### src/design/axis_angle_rotation_matrix_unit_macros.svh
// ----------------------------------------------------------------------------
// Axis-angle rotation matrix unit - assertion macros
// Concurrent check shorthands clocked on clk, disabled while rst_n is low.
// ----------------------------------------------------------------------------
`ifndef AXIS_ANGLE_ROTATION_MATRIX_UNIT_MACROS_SVH
`define AXIS_ANGLE_ROTATION_MATRIX_UNIT_MACROS_SVH

// same-cycle implication
`define AARM_ASSERT_NOW(label, ante, cons, msg) \
  label: assert property (@(posedge clk) disable iff (!rst_n) (ante) |-> (cons)) \
    else $error(msg);

// next-cycle implication
`define AARM_ASSERT_NEXT(label, ante, cons, msg) \
  label: assert property (@(posedge clk) disable iff (!rst_n) (ante) |=> (cons)) \
    else $error(msg);

`endif

### src/design/aarm_pkg.sv
// ----------------------------------------------------------------------------
// aarm_pkg
// Types and constants shared by the axis-angle rotation matrix unit.
// ----------------------------------------------------------------------------
`default_nettype none

package aarm_pkg;

  localparam int SINCOS_STAGES_DEF = 16;
  localparam int ATAN_ENTRIES      = 24;

  localparam int CW  = 34;  // cordic x/y datapath
  localparam int ZW  = 32;  // angle accumulator, 2^32 per turn
  localparam int SCW = 32;  // sin/cos handed to the matrix stages, Q2.30

  localparam logic signed [CW-1:0] CORDIC_X0 = 34'sd652032874;

  localparam logic [ZW-1:0] ATAN_TURN32 [0:ATAN_ENTRIES-1] = '{
    32'd536870912, 32'd316933406, 32'd167458907, 32'd85004756,
    32'd42667331,  32'd21354465,  32'd10679838,  32'd5340245,
    32'd2670163,   32'd1335087,   32'd667544,    32'd333772,
    32'd166886,    32'd83443,     32'd41722,     32'd20861,
    32'd10430,     32'd5215,      32'd2608,      32'd1304,
    32'd652,       32'd326,       32'd163,       32'd81
  };

  typedef enum logic [1:0] {
    QUAD_I   = 2'd0,
    QUAD_II  = 2'd1,
    QUAD_III = 2'd2,
    QUAD_IV  = 2'd3
  } quad_t;

  typedef struct packed {
    logic        [15:0] turn_angle;
    logic signed [15:0] axis_x;
    logic signed [15:0] axis_y;
    logic signed [15:0] axis_z;
  } in_t;

  typedef struct packed {
    logic signed [15:0] x;
    logic signed [15:0] y;
    logic signed [15:0] z;
  } axis_t;

  typedef struct packed {
    logic signed [SCW-1:0] c;
    logic signed [SCW-1:0] s;
    axis_t                 axis;
  } rot_t;

  typedef struct packed {
    logic signed [15:0] entry_0_0;
    logic signed [15:0] entry_0_1;
    logic signed [15:0] entry_0_2;
    logic signed [15:0] entry_1_0;
    logic signed [15:0] entry_1_1;
    logic signed [15:0] entry_1_2;
    logic signed [15:0] entry_2_0;
    logic signed [15:0] entry_2_1;
    logic signed [15:0] entry_2_2;
  } out_t;

endpackage

`default_nettype wire

### src/design/aarm_cordic.sv
// ----------------------------------------------------------------------------
// aarm_cordic
// Pipelined rotation-mode CORDIC: quadrant split, one micro-rotation per
// register stage, quadrant fold-back. The axis rides along with the angle.
// ----------------------------------------------------------------------------
`default_nettype none

module aarm_cordic #(
  parameter int STAGES = aarm_pkg::SINCOS_STAGES_DEF
) (
  input  wire logic          clk,
  input  wire logic          rst_n,
  input  wire logic          en,
  input  wire logic          in_v,
  input  wire aarm_pkg::in_t in_beat,
  output logic               out_v,
  output aarm_pkg::rot_t     out_rot
);

  localparam int NST = (STAGES < 1) ? 1 :
                       ((STAGES > aarm_pkg::ATAN_ENTRIES) ? aarm_pkg::ATAN_ENTRIES : STAGES);
  localparam int CW  = aarm_pkg::CW;
  localparam int ZW  = aarm_pkg::ZW;
  localparam int SCW = aarm_pkg::SCW;

  logic                    v_r    [0:NST];
  logic signed [CW-1:0]    x_r    [0:NST];
  logic signed [CW-1:0]    y_r    [0:NST];
  logic signed [ZW-1:0]    z_r    [0:NST];
  aarm_pkg::quad_t         quad_r [0:NST];
  aarm_pkg::axis_t         axis_r [0:NST];

  // entry stage
  always_ff @(posedge clk) begin
    if (!rst_n) begin
      v_r[0] <= 1'b0;
    end else if (en) begin
      v_r[0] <= in_v;
    end
  end

  always_ff @(posedge clk) begin
    if (en) begin
      x_r[0]    <= aarm_pkg::CORDIC_X0;
      y_r[0]    <= '0;
      z_r[0]    <= $signed({2'b00, in_beat.turn_angle[13:0], 16'h0000});
      quad_r[0] <= aarm_pkg::quad_t'(in_beat.turn_angle[15:14]);
      axis_r[0] <= '{x: in_beat.axis_x, y: in_beat.axis_y, z: in_beat.axis_z};
    end
  end

  // micro-rotations
  for (genvar i = 0; i < NST; i++) begin : g_stage
    localparam logic signed [ZW-1:0] ATAN = $signed(aarm_pkg::ATAN_TURN32[i]);

    logic signed [CW-1:0] dx;
    logic signed [CW-1:0] dy;
    logic signed [CW-1:0] x_nxt;
    logic signed [CW-1:0] y_nxt;
    logic signed [ZW-1:0] z_nxt;

    always_comb begin
      dx = y_r[i] >>> i;
      dy = x_r[i] >>> i;
      if (!z_r[i][ZW-1]) begin
        x_nxt = x_r[i] - dx;
        y_nxt = y_r[i] + dy;
        z_nxt = z_r[i] - ATAN;
      end else begin
        x_nxt = x_r[i] + dx;
        y_nxt = y_r[i] - dy;
        z_nxt = z_r[i] + ATAN;
      end
    end

    always_ff @(posedge clk) begin
      if (!rst_n) begin
        v_r[i+1] <= 1'b0;
      end else if (en) begin
        v_r[i+1] <= v_r[i];
      end
    end

    always_ff @(posedge clk) begin
      if (en) begin
        x_r[i+1]    <= x_nxt;
        y_r[i+1]    <= y_nxt;
        z_r[i+1]    <= z_nxt;
        quad_r[i+1] <= quad_r[i];
        axis_r[i+1] <= axis_r[i];
      end
    end
  end

  // quadrant fold-back
  logic signed [CW-1:0] c_nxt;
  logic signed [CW-1:0] s_nxt;
  logic                 out_v_r;
  aarm_pkg::rot_t       out_rot_r;

  always_comb begin
    case (quad_r[NST])
      aarm_pkg::QUAD_II: begin
        c_nxt = -y_r[NST];
        s_nxt = x_r[NST];
      end
      aarm_pkg::QUAD_III: begin
        c_nxt = -x_r[NST];
        s_nxt = -y_r[NST];
      end
      aarm_pkg::QUAD_IV: begin
        c_nxt = y_r[NST];
        s_nxt = -x_r[NST];
      end
      default: begin
        c_nxt = x_r[NST];
        s_nxt = y_r[NST];
      end
    endcase
  end

  always_ff @(posedge clk) begin
    if (!rst_n) begin
      out_v_r <= 1'b0;
    end else if (en) begin
      out_v_r <= v_r[NST];
    end
  end

  always_ff @(posedge clk) begin
    if (en) begin
      out_rot_r.c    <= c_nxt[SCW-1:0];
      out_rot_r.s    <= s_nxt[SCW-1:0];
      out_rot_r.axis <= axis_r[NST];
    end
  end

  assign out_v   = out_v_r;
  assign out_rot = out_rot_r;

endmodule

`default_nettype wire

### config.mk
export PLATFORM = sky130hd
export DESIGN_NAME = aarm_cordic
export DESIGN_NICKNAME = d
export VERILOG_FILES = /design/src/design/axis_angle_rotation_matrix_unit_macros.svh /design/src/design/aarm_pkg.sv /design/src/design/aarm_cordic.sv
export SDC_FILE = /design/constraint.sdc
export NUM_CORES = 2
export LEC_CHECK = 0
export BUFFER_PORTS_ARGS = -buffer_cell sky130_fd_sc_hd__buf_4
export CORE_AREA = 2 2 545 547
export CTS_CLUSTER_SIZE = 28
export DETAILED_ROUTE_END_ITERATION = 8
export DIE_AREA = 0 0 547 549
export GPL_TIMING_DRIVEN = 0
export PLACE_DENSITY = 0.68
export SKIP_CTS_REPAIR_TIMING = 1
export SLEW_MARGIN = 20
export SYNTH_ARGS = -nofsm -noshare
export SYNTH_HDL_FRONTEND = slang
export SYNTH_SLANG_ARGS = --single-unit
### constraint.sdc
create_clock -name clk -period 5.9 [get_ports clk]
set_clock_uncertainty 0.1 [all_clocks]
set_input_delay 0 -clock clk [delete_from_list [all_inputs] [get_ports clk]]
set_output_delay 0 -clock clk [all_outputs]
set_load 0.02 [all_outputs]
==> out/results.txt <==
Vias in the first global route = 100382
Least-Margin Pin Slew = 1.14 ns
Status = complete, no violations
FF+latch count, synth = 2345
Via count = 106964
Final setup fails = 0
Largest net degree at the start of global routing = 159
Residual DRC = 0
Worst path slowest cell = buf_1
Row count = 200
Routed Antenna Nets = 0
CP max FO = 13
GRT Total Usage = 0.223
Tmin final = 5.62 ns
Reg2reg start = z_r[0][191]$_DFFE_PP_
Worst R2R Setup Slack = 0.28 ns
CTS H-tree depth = 5
Clock latency on the worst-skew pair = 0.90 ns
Ratio of cells with drive above 1 in the final layout = 0.0568
Total grt overflow = 0
CTS tree = done
Final worst slack = 0.284 ns
Hold Crit Class = in -> reg
DR iter-0 viols = 8291
Synth Area in Compound Gates = 0.167
Adder-Cell Fraction of Synth Area = 0.114
Placed inst area = 156000 sq um
Die area = 300000 sq um
Fin crit share = 0.952
Crit path arrival time = 6.16 ns
I/O pin cnt = 181
RSZ-0062 raised after global routing = false
Synth Area in XOR/XNOR = 0.104
Largest family of logic cells by synthesized area = compound AO/OA/AOI/OAI gates
Crit. End Element = register
Layout area overhead = 11.6%
Initial antenna violation count = 3
Port Buf Inserts = 180
Max Fclk = 178 MHz
CP cell instances = buf_12, clkbuf_1, buf_1, nor2_1, xnor2_1, ha_1, nor2b_1, o31a_1, o41ai_2, o21ai_1, a41oi_1, o21ai_1, a2111oi_0, o21bai_1, a21oi_1, xnor2_1
Worst setup path endpoint = y_r[6][30]$_DFFE_PP_
Worst setup SP type = register
DRT Pass-1 Iters = 8
EDFF count, synth = 2343
Design area = 167000 sq um
Slew margin rel. = 0.236
MaxCap Viol Count = 0
Mapped Cells = 13852
Crit-path max cell delay = 0.62 ns
# clock sinks = 2345
Commonest non-fill, non-tap cells in the layout = 2343 x edfxtp_1, 1404 x a21oi_1, 1303 x ha_1
WL/cell = 18.6 microns
Die extent in y = 549 microns
Setup Crit Path Kind = reg -> reg
Worst Setup SP = z_r[0][191]$_DFFE_PP_
First-pass GRT wire length = 545000 microns
Yosys warns = 0
Reg2Reg Capture Point = y_r[6][30]$_DFFE_PP_
Synth async-reset ratio = 0
CTS Buf Count = 270
Final net count = 15892
Die W = 547 microns
Placer Congestion = 0.949
Mean number of vias per cell = 5.74
Final Hold Fails = 0
Commonest non-fill, non-tap cell in the layout = edfxtp_1
Clock Pin Slew Worst Setup and Hold Paths = 0.05 ns
CORE AREA = 295000 sq um
Post-synthesis mux area share = 0.00724
Share of the yosys chip area belonging to registers = 0.471
Routed wire length = 347000 microns
Unique masters post-synth = 113
Required time of the critical path = 6.45 ns
Syn nets = 15261
Starting Density = 0.506
Avg Cell Area, Syn = 10.8 sq um
Post-Synth Simple-Gate Area = 0.117
CTS root buffer = clkbuf_16
Max Root-Sink Buffers = 4
Post-synth top flop = edfxtp_1
Worst r2r path cells = 16
Max Slew Vio Count = 0
Post-placement worst setup slack = -0.659 ns
Fillers = 25326
Post-DP HPWL = 261000 microns
Syn Std Cell Area = 149000 sq um
Yosys cell counts (30+ instances only):
| cell type | n | share of area |
|---|---|---|
| ha_1 | 1303 | 0.11 |
| o41ai_1 | 57 | 0.0033 |
| o211ai_1 | 50 | 0.0025 |
| nor4_1 | 79 | 0.0033 |
| buf_1 | 48 | 0.0012 |
| or2_2 | 40 | 0.0017 |
| nand4_1 | 114 | 0.0048 |
| nor3_1 | 357 | 0.012 |
| a211oi_1 | 116 | 0.0058 |
| and3_1 | 140 | 0.0059 |
| o31ai_1 | 65 | 0.0033 |
| o21ai_0 | 579 | 0.019 |
| nand2_1 | 686 | 0.017 |
| a221oi_1 | 38 | 0.0022 |
| a21boi_0 | 44 | 0.0022 |
| nor2b_1 | 220 | 0.0092 |
| fa_1 | 38 | 0.0051 |
| nor2_1 | 1158 | 0.029 |
| nand2b_1 | 194 | 0.0081 |
| a21oi_1 | 1404 | 0.047 |
| o21bai_1 | 139 | 0.0070 |
| xnor2_1 | 1153 | 0.068 |
| or4_1 | 48 | 0.0024 |
| mux2i_1 | 38 | 0.0025 |
| xor2_1 | 610 | 0.036 |
| o31a_1 | 30 | 0.0018 |
| nand3b_1 | 31 | 0.0016 |
| a21o_1 | 645 | 0.032 |
| edfxtp_1 | 2343 | 0.47 |
| or3_1 | 79 | 0.0033 |
| o21ai_1 | 69 | 0.0023 |
| o21a_1 | 201 | 0.010 |
| a31oi_1 | 149 | 0.0062 |
| inv_1 | 516 | 0.013 |
| nor3b_1 | 37 | 0.0019 |
| mux2_2 | 57 | 0.0043 |
| o2111ai_1 | 30 | 0.0018 |
| and2_1 | 83 | 0.0035 |
| clkbuf_1 | 237 | 0.0060 |
| nand3_1 | 220 | 0.0074 |
registers in the layout, indices dropped and copies added (netlist names):
register	count
quad_r	34
axis_r	816
x_r	473
y_r	475
z_r	417
out_v	1
v_r	17
out_rot	112
worst min-delay path by stage:
stage / start / to / slack [ns] / cells after the start
2_1_floorplan: in_beat[0] / axis_r[0][0]$_DFFE_PP_ / -0.001 / 0
3_3_place_gp: in_beat[45] / axis_r[0][45]$_DFFE_PP_ / 0.08 / 1
3_5_place_dp: in_beat[8] / axis_r[0][8]$_DFFE_PP_ / 0.08 / 1
4_1_cts: in_beat[30] / axis_r[0][30]$_DFFE_PP_ / -0.91 / 1
5_1_grt: rst_n / out_v$_SDFFE_PN0P_ / 0.13 / 4
6_report: rst_n / v_r[16]$_DFF_P_ / 0.11 / 4
per-stage QoR:
step / instances / setup TNS, ns / hold WS (ns) / util
floorplan: 13852 / 0 / -0.00113 / -
global placement: 17971 / - / 0.0786 / 0.528
detailed placement: 17990 / -10.48 / 0.0795 / 0.530
CTS: 18467 / -12.93 / -0.907 / 0.560
global route: 18629 / 0 / 0.135 / 0.565
finish: 18629 / 0 / 0.113 / 0.565
critical path, delay by kind of cell, from the launching register on:
kind	cells	cell delay [ns]
xor gates and xnor gates	2	0.34
buffers and inverters	3	1.36
adders and majority gates	1	0.31
AOI/OAI and AO/OA	8	2.58
DFF	1	0.37
and+or+nand+nor	2	0.30
cells by family (layout without fill, tap and decap cells):
| group | after synthesis | count (layout) |
|---|---|---|
| AO/OA/AOI/OAI | 3922 | 3922 |
| XOR/XNOR | 1766 | 1766 |
| adder cells (fa/ha/maj) | 1341 | 1341 |
| buffers and inverters | 807 | 1643 |
| flip-flops | 2345 | 2345 |
| multiplexers | 98 | 98 |
| other | 0 | 2 |
| AND/OR/NAND/NOR | 3573 | 3573 |
routing by layer:
layer | vias to the layer above | track usage | routed length, microns
met5 | - | 0 | 0
met4 | 0 | 0.0785 | 12400
met3 | 583 | 0.0255 | 18700
met2 | 2757 | 0.362 | 158000
met1 | 50534 | 0.308 | 157000
li1 | 53090 | - | -
area by class of cell:
class | count | area (sq um) | area share
Multi-Input combinational cell | 10700 | 76100 | 0.456
Sequential cell | 2345 | 70400 | 0.422
Clock buffer | 329 | 7060 | 0.0423
Tap cell | 3939 | 4930 | 0.0295
Timing Repair Buffer | 358 | 3490 | 0.0210
Inverter | 519 | 1960 | 0.0118
Clock inverter | 148 | 1750 | 0.0105
Buffer | 286 | 1100 | 0.00662
Timing Repair inverter | 3 | 15.0 | 0.0000900
Antenna cell | 2 | 5.00 | 0.0000300
Power is left out: the tool's default activity adds up to more than one toggle a clock period on the data nets, which glitch-free logic cannot reach.
